File: config.mk
export PLATFORM = sky130hd
export DESIGN_NAME = ahp_ram
export DESIGN_NICKNAME = d
export VERILOG_FILES = /design/src/design/airlight_histogram_percentile_assert.svh /design/src/design/ahp_ram.sv
export SDC_FILE = /design/constraint.sdc
export NUM_CORES = 2
export LEC_CHECK = 0
export BUFFER_PORTS_ARGS = -buffer_cell sky130_fd_sc_hd__buf_2
export CAP_MARGIN = 0
export CORE_ASPECT_RATIO = 1.75
export CORE_MARGIN = 4
export CORE_UTILIZATION = 54
export DETAILED_ROUTE_END_ITERATION = 10
export PLACE_DENSITY_LB_ADDON = 0.25
export SLEW_MARGIN = 5
export SYNTH_ARGS = -nofsm -noshare
export SYNTH_HDL_FRONTEND = slang
export SYNTH_SLANG_ARGS = --single-unit
File: constraint.sdc
create_clock -name clk -period 6.7 [get_ports clk]
set_input_delay 1.34 -clock clk [delete_from_list [all_inputs] [get_ports clk]]
set_output_delay 1.34 -clock clk [all_outputs]
set_load 0.03 [all_outputs]
File: src/design/airlight_histogram_percentile_assert.svh
// Assertion macros for the airlight histogram percentile block.
`ifndef AIRLIGHT_HISTOGRAM_PERCENTILE_ASSERT_SVH
`define AIRLIGHT_HISTOGRAM_PERCENTILE_ASSERT_SVH

`ifndef SYNTHESIS
// Same-cycle implication, sampled on clk and idle during reset.
`define AHP_ASSERT_IMP(label, ante, cons) \
  label: assert property (@(posedge clk) disable iff (!rst_n) (ante) |-> (cons)) \
    else $error("airlight_histogram_percentile: check failed");
// Next-cycle implication, sampled on clk and idle during reset.
`define AHP_ASSERT_NXT(label, ante, cons) \
  label: assert property (@(posedge clk) disable iff (!rst_n) (ante) |=> (cons)) \
    else $error("airlight_histogram_percentile: check failed");
`else
`define AHP_ASSERT_IMP(label, ante, cons)
`define AHP_ASSERT_NXT(label, ante, cons)
`endif

`endif

File: src/design/ahp_ram.sv
// Generic single-write, single-read RAM with a registered read port.
module ahp_ram #(
  parameter int WIDTH = 8,
  parameter int DEPTH = 256
) (
  input  logic                     clk,
  input  logic                     wr_en,
  input  logic [$clog2(DEPTH)-1:0] wr_addr,
  input  logic [WIDTH-1:0]         wr_data,
  input  logic [$clog2(DEPTH)-1:0] rd_addr,
  output logic [WIDTH-1:0]         rd_data
);

  logic [WIDTH-1:0] mem_r [DEPTH];
  logic [WIDTH-1:0] rd_data_r;

  // A read at the address being written returns the old contents.
  always_ff @(posedge clk) begin
    if (wr_en) begin
      mem_r[wr_addr] <= wr_data;
    end
    rd_data_r <= mem_r[rd_addr];
  end

  assign rd_data = rd_data_r;

endmodule

==> flow_summary.yaml <==
outcome:
  status: "complete, no violations"
critical_path:
  crit_fanout: 57
  crit_arrival_ps: 5250
  crit_type: "primary input to flip-flop"
  crit_start: "rd_addr[0]"
  r2r_cells: 6
  r2r_start: "mem_r[83][5]"
  critPathRequiredTime_ps: 7310
  worst_setup_path_start_kind: "primary input"
  critPathCaptureType: "flip-flop"
synth:
  syn-instance-count: 3733
  syn_nets: 3759
  synth_edf_count: 2048
  yosysWarnings: 0
  ys_seq_elements: 2056
  ys_seq_area_frac: 0.775
  synth_cell_types: 55
  synth_area_per_cell_sq_um: 21.3
  syn_area_sq_mm: 0.0796
  postSynth.asyncResetShare: 0
  synth-main-ff-cell: "edfxtp_1"
clock_network:
  cts_buffer_depth: 3
  postCtsSetupBuffers: 0
  ctsHoldBuffers: 0
  cts_root_buf: "clkbuf_16"
  ctsHtreeMaxLevel: 4
  clkSinkCount: 2056
  cts-resized-gates: 0
  cts_made_buffers: 169
  clk_latency_ps: 800
  tritoncts: "done"
  clk_pin_slew_ps: 70
drt:
  via_count: 38200
  drc_errors: 0
  totalWireLength_microns: 195000
  initialDrtViolationCount: 4575
  ant_nets: 0
  viasPerCell: 6.56
  wl_per_cell_microns: 33.5
  dr.pass1.iters: 6
hold_path:
  hp-class: "primary input to flip-flop"
  hold_path_depth: 1
  min_from: "wr_data[5]"
cells_and_area:
  nNetsFinal: 3825
  seq_area_sq_mm: 0.0617
  multi_input_area_sq_mm: 0.0165
  final_cell_area_sq_mm: 0.0874
  synthToLayoutAreaGrowth_pct: 9.81
  final_layout_size_suffix_gt1_frac: 0.218
  fill_cells: 10300
grt:
  grt_pass1_wl_microns: 281000
  grt_pass1_vias: 38900
  grt_overflow: 0
  grtUsageTotal: 0.255
  grt_max_degree: 222
  antenna_found_initial: 10
die:
  dieHeight_microns: 516
  die_area_sq_mm: 0.154
  coreArea_sq_mm: 0.147
  core.rowCount: 186
  io_pins: 34
  initial_core_util: 0.543
  die_w_microns: 298
timing:
  period_share: 0.692
  rsz0062_at_grt: "no"
  tns_ps: 0
  max_freq_ghz: 0.216
  timing.hold.ws_ps: 964
  worst_pin_slew_ps: 1340
  slew_headroom: 0.0984
  finalSetupViolations: 0
  final.setup.worst_slack_ps: 2060
  hold_violations: 0
  fin_crit_ps: 4640
  fin_skew_ps: 20.4
  drv_slew: 0
pwr:
  p_per_area_mw_per_mm2: 293
  vdd_drop_max_uv: 224
  p_leak_nw: 26.7
placement:
  numPortBuffers: 33
  dp_slack_ps: 1260
  gp_congestion: 0.846
  dpl.hpwl_microns: 120000
  post_dp_cell_area_sq_mm: 0.0817
job:
  drv_cap: 0
## logic make-up after synthesis
family | Yosys count | share of synthesized area
AOI/OAI and AO/OA | 385 | 0.0342
buffers and inverters | 235 | 0.0183
DFF | 2056 | 0.775
muxes | 591 | 0.146
and+or+nand+nor | 466 | 0.0263
## cell usage in the layout (no fill, tap or decap), types with 9 or more instances in the layout
| cell | count |
|---|---|
| o21ai_0 | 10 |
| buf_4 | 82 |
| o211ai_1 | 10 |
| nor4_2 | 9 |
| buf_2 | 21 |
| bufinv_16 | 22 |
| a21oi_1 | 96 |
| clkbuf_1 | 35 |
| a211oi_1 | 16 |
| a22oi_1 | 133 |
| o221ai_1 | 46 |
| nor3_1 | 21 |
| a221oi_1 | 13 |
| edfxtp_1 | 2048 |
| o22ai_1 | 28 |
| clkbuf_16 | 171 |
| clkinv_1 | 27 |
| nor4_1 | 18 |
| nand3_1 | 34 |
| buf_12 | 15 |
| clkinv_2 | 25 |
| nor2_1 | 279 |
| mux2i_1 | 134 |
| nor2b_1 | 28 |
| nand4_1 | 10 |
| inv_6 | 9 |
| mux4_2 | 454 |
| nand2_1 | 32 |
## critical path: stages
cell	delay, ps
buf_8	480
buf_12	440
buf_4	600
mux4_2	590
a22oi_1	220
a21oi_1	140
nor3_1	1100
nor4_1	160
## cells in the mapped netlist, drive strengths merged, types with 2 or more instances
cell | count | area [sq um]
a2111oi | 5 | 52.6
a211oi | 16 | 120
a21oi | 96 | 480
a221oi | 14 | 129
a22o | 8 | 70.1
a22oi | 133 | 998
a311oi | 2 | 17.5
a31oi | 2 | 12.5
and2 | 6 | 37.5
and3b | 2 | 17.5
buf | 122 | 1030
clkbuf | 111 | 417
dfxtp | 8 | 160
edfxtp | 2048 | 61500
mux2i | 134 | 1340
mux4 | 456 | 10300
nand2 | 33 | 124
nand2b | 8 | 50.1
nand3 | 34 | 170
nand3b | 2 | 15.0
nand4 | 10 | 62.6
nor2 | 282 | 1060
nor2b | 31 | 194
nor3 | 22 | 110
nor4 | 27 | 188
o211ai | 10 | 75.1
o21ai | 12 | 60.1
o221ai | 47 | 418
o22a | 5 | 43.8
o22ai | 28 | 175
o32ai | 5 | 51.3
or2 | 4 | 25.0
## per-layer routing
layer,part of all wire,global-route usage,up-vias
li1,-,-,15800
met1,0.35,0.312,20300
met2,0.53,0.453,1672
met3,0.070,0.0395,395
met4,0.050,0.114,6
met5,0.00020,0,-
## final cells by class
cell class                 count  area share
clock buffer                 208      0.0508
antenna                        7    0.000201
multi-input combinational   1442       0.189
sequential                  2056       0.706
tap                         1880      0.0269
timing repair buffer         128      0.0134
clock inverter                99      0.0135
inverter                       2   0.0000859
## final timing paths
kind	slack (ps)	endpoint
worst min-delay path	960	mem_r[79][5]
worst max-delay path	2060	rd_data[5]
worst max register to register	3440	rd_data[5]
worst min register to register	1020	rd_data[6]
## metrics by stage
stage / util / std cells / total power [mW]
floorplan: - / 3733 / 15.2
global placement: 0.557 / 5505 / 15.8
detailed placement: 0.557 / 5508 / 15.8
CTS: 0.596 / 5815 / 25.7
global route: 0.596 / 5816 / 26.3
finish: 0.596 / 5822 / 25.6
## sequential cells by signal, summed over array words and instances (netlist names)
| name | flops |
|---|---|
| mem_r | 2048 |
| rd_data | 8 |
## power breakdown
group          internal (mW)  switching, mW  total (mW)  leakage (nW)
Clock                   5.61           4.51        10.1          2.73
Sequential              14.2         0.0247        14.2          18.5
Combinational          0.424          0.865        1.29          5.50
No activity file was read; power rests on OpenSTA's default activity.
